--- config.mk ---
export PLATFORM = sky130hd
export DESIGN_NAME = fraction_reduce_mixed
export DESIGN_NICKNAME = d
export VERILOG_FILES = /design/src/rtl/frm_pkg.sv /design/src/rtl/fraction_reduce_mixed.sv
export SDC_FILE = /design/constraint.sdc
export NUM_CORES = 1
export LEC_CHECK = 0
export BUFFER_PORTS_ARGS = -buffer_cell sky130_fd_sc_hd__buf_2
export CORE_ASPECT_RATIO = 0.7
export CORE_MARGIN = 2
export CORE_UTILIZATION = 50
export CTS_CLUSTER_SIZE = 30
export DETAILED_ROUTE_END_ITERATION = 10
export PLACE_DENSITY = 0.77
export REMOVE_ABC_BUFFERS = 1
export SLEW_MARGIN = 20
export SYNTH_ARGS = -nofsm -noshare
export SYNTH_HDL_FRONTEND = slang
export SYNTH_SLANG_ARGS = --single-unit
--- constraint.sdc ---
create_clock -name i_clk -period 4.12 [get_ports i_clk]
set_input_delay 0.824 -clock i_clk [delete_from_list [all_inputs] [get_ports i_clk]]
set_output_delay 0.824 -clock i_clk [all_outputs]
set_load 0.02 [all_outputs]
--- src/rtl/frm_pkg.sv ---
// Shared constants and the sequencer state type for the fraction reducer.
`default_nettype none

package frm_pkg;

    // Default operand width
    localparam int FRM_WIDTH = 16;

    // Sequencer states, one-hot
    typedef enum logic [5:0] {
        S_IDLE  = 6'b000001,
        S_GCD   = 6'b000010,
        S_DIV_N = 6'b000100,
        S_DIV_D = 6'b001000,
        S_DIV_W = 6'b010000,
        S_OUT   = 6'b100000
    } t_state;

endpackage : frm_pkg

`default_nettype wire

--- src/rtl/fraction_reduce_mixed.sv ---
// Fraction reducer: binary gcd, reduction and mixed-number split on one shared subtractor.
//
//  channel   | dir | handshake                 | payload
//  ----------+-----+---------------------------+------------------------------------------
//  s (input) | in  | i_s_tvalid / o_s_tready   | i_s_tdata: numerator, denominator
//  m (output)| out | o_m_tvalid / i_m_tready   | o_m_tdata: rn, rd, whole, remainder;
//            |     |                           | o_m_tuser: has_whole, zero_denominator
//
// A request goes from idle through the binary gcd loop, the three restoring divisions and
// the output state back to idle; a zero denominator goes from idle straight to the output
// state. The single (WIDTH+1)-bit subtractor is shared by the gcd loop and the three
// restoring divisions of one bit per cycle. A new request is not taken until the last result
// has been taken: o_s_tready is high only when idle.
// A result is held on o_m_tdata/o_m_tuser until i_m_tready takes it.
// i_rst_n is synchronous, active low, and returns the sequencer to idle.
`default_nettype none

module fraction_reduce_mixed
    import frm_pkg::*;
#(
    parameter int WIDTH = FRM_WIDTH
) (
    input  wire logic                                 i_clk,
    input  wire logic                                 i_rst_n,
    // slave side
    input  wire logic                                 i_s_tvalid,
    output logic                                      o_s_tready,
    // [WIDTH-1:0] numerator, [2*WIDTH-1:WIDTH] denominator, zero pad to bytes
    input  wire logic [((2*WIDTH+7)/8)*8-1:0]         i_s_tdata,
    // master side
    output logic                                      o_m_tvalid,
    input  wire logic                                 i_m_tready,
    // reduced_numerator, reduced_denominator, whole_part, remainder_numerator
    // (WIDTH bits each, lowest first), zero pad to bytes
    output logic [((4*WIDTH+7)/8)*8-1:0]              o_m_tdata,
    // [0] has_whole, [1] zero_denominator
    output logic [1:0]                                o_m_tuser
);

    localparam int MDW = ((4*WIDTH+7)/8)*8;
    localparam int CW  = $clog2(WIDTH);

    // Sequencer and working registers
    t_state           r_state, n_state;
    logic [WIDTH-1:0] r_a, n_a;         // gcd operand; dividend not used here
    logic [WIDTH-1:0] r_b, n_b;         // gcd operand, then divisor
    logic [WIDTH-1:0] r_n, n_n;         // numerator scaled by common powers of two
    logic [WIDTH-1:0] r_d, n_d;         // denominator scaled likewise
    logic [WIDTH-1:0] r_rem, n_rem;     // partial remainder
    logic [WIDTH-1:0] r_quo, n_quo;     // dividend shifting out, quotient shifting in
    logic [CW-1:0]    r_cnt, n_cnt;     // division bit counter

    // Result registers
    logic [WIDTH-1:0] r_rn, n_rn;
    logic [WIDTH-1:0] r_rd, n_rd;
    logic [WIDTH-1:0] r_whole, n_whole;
    logic [WIDTH-1:0] r_remn, n_remn;
    logic             r_hw, n_hw;
    logic             r_zd, n_zd;

    // Shared subtractor
    logic [WIDTH:0]   sub_a;
    logic [WIDTH:0]   sub_b;
    logic [WIDTH+1:0] diff;
    logic             borrow;
    logic [WIDTH-1:0] rem_step;
    logic [WIDTH-1:0] quo_step;
    logic             last_bit;

    logic [WIDTH-1:0] in_num;
    logic [WIDTH-1:0] in_den;

    assign in_num = i_s_tdata[WIDTH-1:0];
    assign in_den = i_s_tdata[2*WIDTH-1:WIDTH];

    // Select subtractor operands: gcd compare or division trial
    always_comb begin
        if (r_state == S_GCD) begin
            sub_a = {1'b0, r_a};
            sub_b = {1'b0, r_b};
        end else begin
            sub_a = {r_rem, r_quo[WIDTH-1]};
            sub_b = {1'b0, r_b};
        end
    end

    assign diff     = {1'b0, sub_a} - {1'b0, sub_b};
    assign borrow   = diff[WIDTH+1];
    assign rem_step = borrow ? sub_a[WIDTH-1:0] : diff[WIDTH-1:0];
    assign quo_step = {r_quo[WIDTH-2:0], ~borrow};
    assign last_bit = (r_cnt == CW'(WIDTH-1));

    // Sequence the gcd and the three divisions
    always_comb begin
        n_state = r_state;
        n_a     = r_a;
        n_b     = r_b;
        n_n     = r_n;
        n_d     = r_d;
        n_rem   = r_rem;
        n_quo   = r_quo;
        n_cnt   = r_cnt;
        n_rn    = r_rn;
        n_rd    = r_rd;
        n_whole = r_whole;
        n_remn  = r_remn;
        n_hw    = r_hw;
        n_zd    = r_zd;
        case (r_state)
            S_IDLE: begin
                if (i_s_tvalid) begin
                    n_a = in_num;
                    n_b = in_den;
                    n_n = in_num;
                    n_d = in_den;
                    if (in_den == '0) begin
                        n_rn    = '0;
                        n_rd    = '0;
                        n_whole = '0;
                        n_remn  = '0;
                        n_hw    = 1'b0;
                        n_zd    = 1'b1;
                        n_state = S_OUT;
                    end else begin
                        n_zd    = 1'b0;
                        n_state = S_GCD;
                    end
                end
            end
            S_GCD: begin
                if (r_a == '0) begin
                    // gcd odd part found in r_b; divide the scaled numerator
                    n_rem   = '0;
                    n_quo   = r_n;
                    n_cnt   = '0;
                    n_state = S_DIV_N;
                end else if (!r_a[0] && !r_b[0]) begin
                    // drop a common factor of two from all operands
                    n_a = r_a >> 1;
                    n_b = r_b >> 1;
                    n_n = r_n >> 1;
                    n_d = r_d >> 1;
                end else if (!r_a[0]) begin
                    n_a = r_a >> 1;
                end else if (!r_b[0]) begin
                    n_b = r_b >> 1;
                end else if (borrow) begin
                    // keep the larger odd value in r_a
                    n_a = r_b;
                    n_b = r_a;
                end else begin
                    // odd minus odd is even: subtract and halve
                    n_a = diff[WIDTH:1];
                end
            end
            S_DIV_N: begin
                n_rem = rem_step;
                n_quo = quo_step;
                n_cnt = r_cnt + 1'b1;
                if (last_bit) begin
                    n_rn    = quo_step;
                    n_rem   = '0;
                    n_quo   = r_d;
                    n_cnt   = '0;
                    n_state = S_DIV_D;
                end
            end
            S_DIV_D: begin
                n_rem = rem_step;
                n_quo = quo_step;
                n_cnt = r_cnt + 1'b1;
                if (last_bit) begin
                    // reduced denominator becomes the next divisor
                    n_rd    = quo_step;
                    n_b     = quo_step;
                    n_rem   = '0;
                    n_quo   = r_rn;
                    n_cnt   = '0;
                    n_state = S_DIV_W;
                end
            end
            S_DIV_W: begin
                n_rem = rem_step;
                n_quo = quo_step;
                n_cnt = r_cnt + 1'b1;
                if (last_bit) begin
                    // a zero quotient means a proper fraction, remainder is rn
                    n_whole = quo_step;
                    n_remn  = rem_step;
                    n_hw    = |quo_step;
                    n_cnt   = '0;
                    n_state = S_OUT;
                end
            end
            S_OUT: begin
                if (i_m_tready) begin
                    n_state = S_IDLE;
                end
            end
            default: begin
                n_state = S_IDLE;
            end
        endcase
    end

    // Control registers
    always_ff @(posedge i_clk) begin
        if (!i_rst_n) begin
            r_state <= S_IDLE;
            r_cnt   <= '0;
        end else begin
            r_state <= n_state;
            r_cnt   <= n_cnt;
        end
    end

    // Payload registers
    always_ff @(posedge i_clk) begin
        r_a     <= n_a;
        r_b     <= n_b;
        r_n     <= n_n;
        r_d     <= n_d;
        r_rem   <= n_rem;
        r_quo   <= n_quo;
        r_rn    <= n_rn;
        r_rd    <= n_rd;
        r_whole <= n_whole;
        r_remn  <= n_remn;
        r_hw    <= n_hw;
        r_zd    <= n_zd;
    end

    // Drive the ports
    assign o_s_tready = (r_state == S_IDLE);
    assign o_m_tvalid = (r_state == S_OUT);
    assign o_m_tdata  = MDW'({r_remn, r_whole, r_rd, r_rn});
    assign o_m_tuser  = {r_zd, r_hw};

`ifndef SYNTHESIS
    // An error result carries all-zero fields
    a_zd_fields: assert property (@(posedge i_clk) disable iff (!i_rst_n)
        (o_m_tvalid && r_zd) |->
            (r_rn == '0 && r_rd == '0 && r_whole == '0 && r_remn == '0 && !r_hw))
        else $error("zero denominator result with nonzero fields");

    // A good result has a proper remainder below a nonzero denominator
    a_rem_range: assert property (@(posedge i_clk) disable iff (!i_rst_n)
        (o_m_tvalid && !r_zd) |-> (r_rd != '0 && r_remn < r_rd))
        else $error("remainder not below reduced denominator");

    // The gcd loop never sees a zero in its second operand
    a_gcd_b: assert property (@(posedge i_clk) disable iff (!i_rst_n)
        (r_state == S_GCD) |-> (r_b != '0))
        else $error("gcd divisor operand is zero");

    // A request with a nonzero denominator never shows a result in the next cycle
    a_no_early: assert property (@(posedge i_clk) disable iff (!i_rst_n)
        (i_s_tvalid && o_s_tready && in_den != '0) |=> !o_m_tvalid)
        else $error("result shown too early");

    // The division counter only runs during divisions
    a_cnt_idle: assert property (@(posedge i_clk) disable iff (!i_rst_n)
        (r_state == S_IDLE || r_state == S_GCD || r_state == S_OUT) |-> (r_cnt == '0))
        else $error("division counter not cleared");
`endif

endmodule : fraction_reduce_mixed

`default_nettype wire
==> impl_metrics.toml <==
[logic_synthesis]
ys_async_sr_fraction = 0
synth_warnings = 0
ys_seq_elements = 172
yosysTopAreaCellShare = 0.546
synth_most_common_cell = "nand2_1"
synth_area_leaders = "edfxtp_1 (55%), nand2_1 (7.0%), and2_1 (3.8%)"
synth_flop_cell = "edfxtp_1"
syn_avg_cell_area_um2 = 10.7
synth_edf_count = 162
syn_area_mm2 = 0.00891
synth_top_area_cell = "edfxtp_1"
seq_area_frac_synth = 0.569
ys_types = 61
syn_inst = 834
synthTopCellsByCount = "nand2_1 (167), edfxtp_1 (162), nor2_1 (58)"

[sta]
finalCritPeriodShare = 0.973
rsz0062_at_grt = "no"
worst_slew_pin_slew_ns = 1.10
setup_ws_ns = 0.110
relSlewSlack = 0.267
fmax_ghz = 0.249
fin_skew_ns = 0.0125
setup_violations = 0
fin_crit_ns = 4.01
hold_viol_final = 0
maxSlewViolCount = 0
hold-worst-slack_ns = 0.492

[grt]
grt_util_all_layers = 0.272
grt_pass1_vias = 6912
grt_pass1_wl_mm = 38.3
overflow = 0
antenna_found_initial = 0
grt_max_degree = 50

[cells_and_area]
nets = 1006
seqCellArea_mm2 = 0.00506
area_growth_pct = 17.8
instances_no_fill = 1196
fin_area_mm2 = 0.0105
num-fill-cells = 1443
num_antenna_cells = 0
drive_gt1_frac = 0.209
multi_input_area_mm2 = 0.00359

[outcome]
status = "completed"

[floorplan]
core_mm2 = 0.0173
dieHeight_um = 116
initial_utilization = 0.514
num_rows = 40
die-width_um = 164
ioPinCount = 104
die_area_mm2 = 0.0189

[drt]
totalWireLength_mm = 25.2
first_pass_iters = 8
detail-route-antenna-nets = 0
drt_iter0_markers = 947
post_drt_wl_per_cell_um = 21.1
drc = 0
dr_total_vias = 7316
vias_per_cell = 6.12

[critical_path]
crit_path_start_kind = "flip-flop"
critical_path_class = "reg2reg"
worstPathArrival_ns = 4.20
crit_required_ns = 4.31
reg2reg_slack_ns = 0.11
crit_fanout = 11
crit_path_end_kind = "flip-flop"

[pwr]
cellPowerDensity_mw_per_mm2 = 460
power_uw = 4820
ir_drop_mv = 0.257
leakage_uw = 0.00402

[min_path]
hold_path.class = "reg2reg"

[place]
io_buffers = 103
hpwl_mm = 18.2
dp_slack_ns = -0.0322
placed_area_mm2 = 0.00989
placed_cells_incl_taps = 1164
routabilityCongestion = 0.980

[clocking]
cts.clk_slew.worst_paths_ns = 0.07
cts_tree = "built"
htree_levels = 4
ctsLongestPathBuffers = 2
cts_hold_buffers = 0
clk_latency_ns = 0.44
numCtsBuffers = 17
clkSinkCount = 172
cts-root-buf = "clkbuf_16"

[job]
drv_cap = 0
## layout make-up
| type | instances | share of cell area |
|---|---|---|
| well taps | 231 | 0.0275 |
| clock inverters | 15 | 0.0132 |
| clock buffers | 17 | 0.0405 |
| inverters | 28 | 0.0100 |
| multi-input cells | 585 | 0.342 |
| repair buffers | 148 | 0.0841 |
| flip-flops and latches | 172 | 0.483 |
## state kept, by name (all words and copies together) (netlist names)
signal / count
r_n: 16
r_quo: 16
r_whole: 16
r_rem: 16
r_remn: 16
r_a: 16
r_cnt: 4
r_rn: 16
r_zd: 1
r_state: 6
r_hw: 1
r_d: 16
r_b: 16
r_rd: 16
## worst paths after layout
kind / depth (start not counted) / start / end
max: 13 / r_state[4]$_SDFFE_PN0P_ / r_remn[0]$_SDFFCE_PN0P_
min: 1 / r_cnt[3]$_SDFFE_PN0P_ / r_cnt[3]$_SDFFE_PN0P_
max reg2reg: 13 / r_state[4]$_SDFFE_PN0P_ / r_remn[0]$_SDFFCE_PN0P_
min reg2reg: 1 / r_cnt[3]$_SDFFE_PN0P_ / r_cnt[3]$_SDFFE_PN0P_
## layer usage
metal  global-route usage  wire, µm  part of all wire
met5                    0         0                 0
met4               0.0924       678             0.027
met3               0.0655      2840              0.11
met2                0.403     10800              0.43
met1                0.395     10900              0.43
## stage by stage
step           utilization  setup TNS, ns
2_1_floorplan            -        -418.48
3_3_place_gp         0.571              0
3_5_place_dp         0.571         -0.470
4_1_cts              0.604              0
5_1_grt              0.606              0
6_report             0.606              0
## what timing repair did
action / 4_1_cts / 5_1_grt
gates cloned: 0 / 0
gates resized for setup: 1 / 10
endpoints found under the setup margin: 15 / 61
buffers inserted: 0 / 0
## where the power goes
group          switching (µW)  leakage (µW)  internal (µW)
logic                     684       0.00227            434
registers                81.5       0.00148           2060
clock network             717      0.000274            842
total                    1480       0.00402           3340
## cells by family (layout without fill, tap and decap cells)
logic type,count (synthesis),in the layout,synth area share
AOI/OAI and AO/OA,181,181,0.148
adders and majority gates,18,18,0.0261
muxes,22,22,0.0247
DFF,172,172,0.569
buffers and inverters,77,208,0.0364
and+or+nand+nor,353,353,0.186
xor gates and xnor gates,11,11,0.0108
## layout by cell type (no fill, tap or decap), types with 28 or more instances in the layout
cell type	Yosys	routed
nand2_1	167	167
a221o_1	30	30
a21oi_1	28	28
and2_1	54	53
buf_2	3	103
o21ai_0	32	30
buf_4	4	42
edfxtp_1	162	162
a22oi_1	29	29
inv_1	28	28
nor2_1	58	57
## worst max-delay path: stages (launching register included)
cell and delay (ns):
dfxtp_1 0.31, or4_4 0.54, or3b_4 0.44, mux2i_1 0.22
inv_1 0.08, ha_1 0.29, nor2b_1 0.27, o31ai_1 0.17
o2111a_1 0.28, or2_2 0.36, a21o_4 0.26, buf_4 0.19
mux2i_1 0.16, and2_1 0.19
No activity file was read; power rests on OpenSTA's default activity.
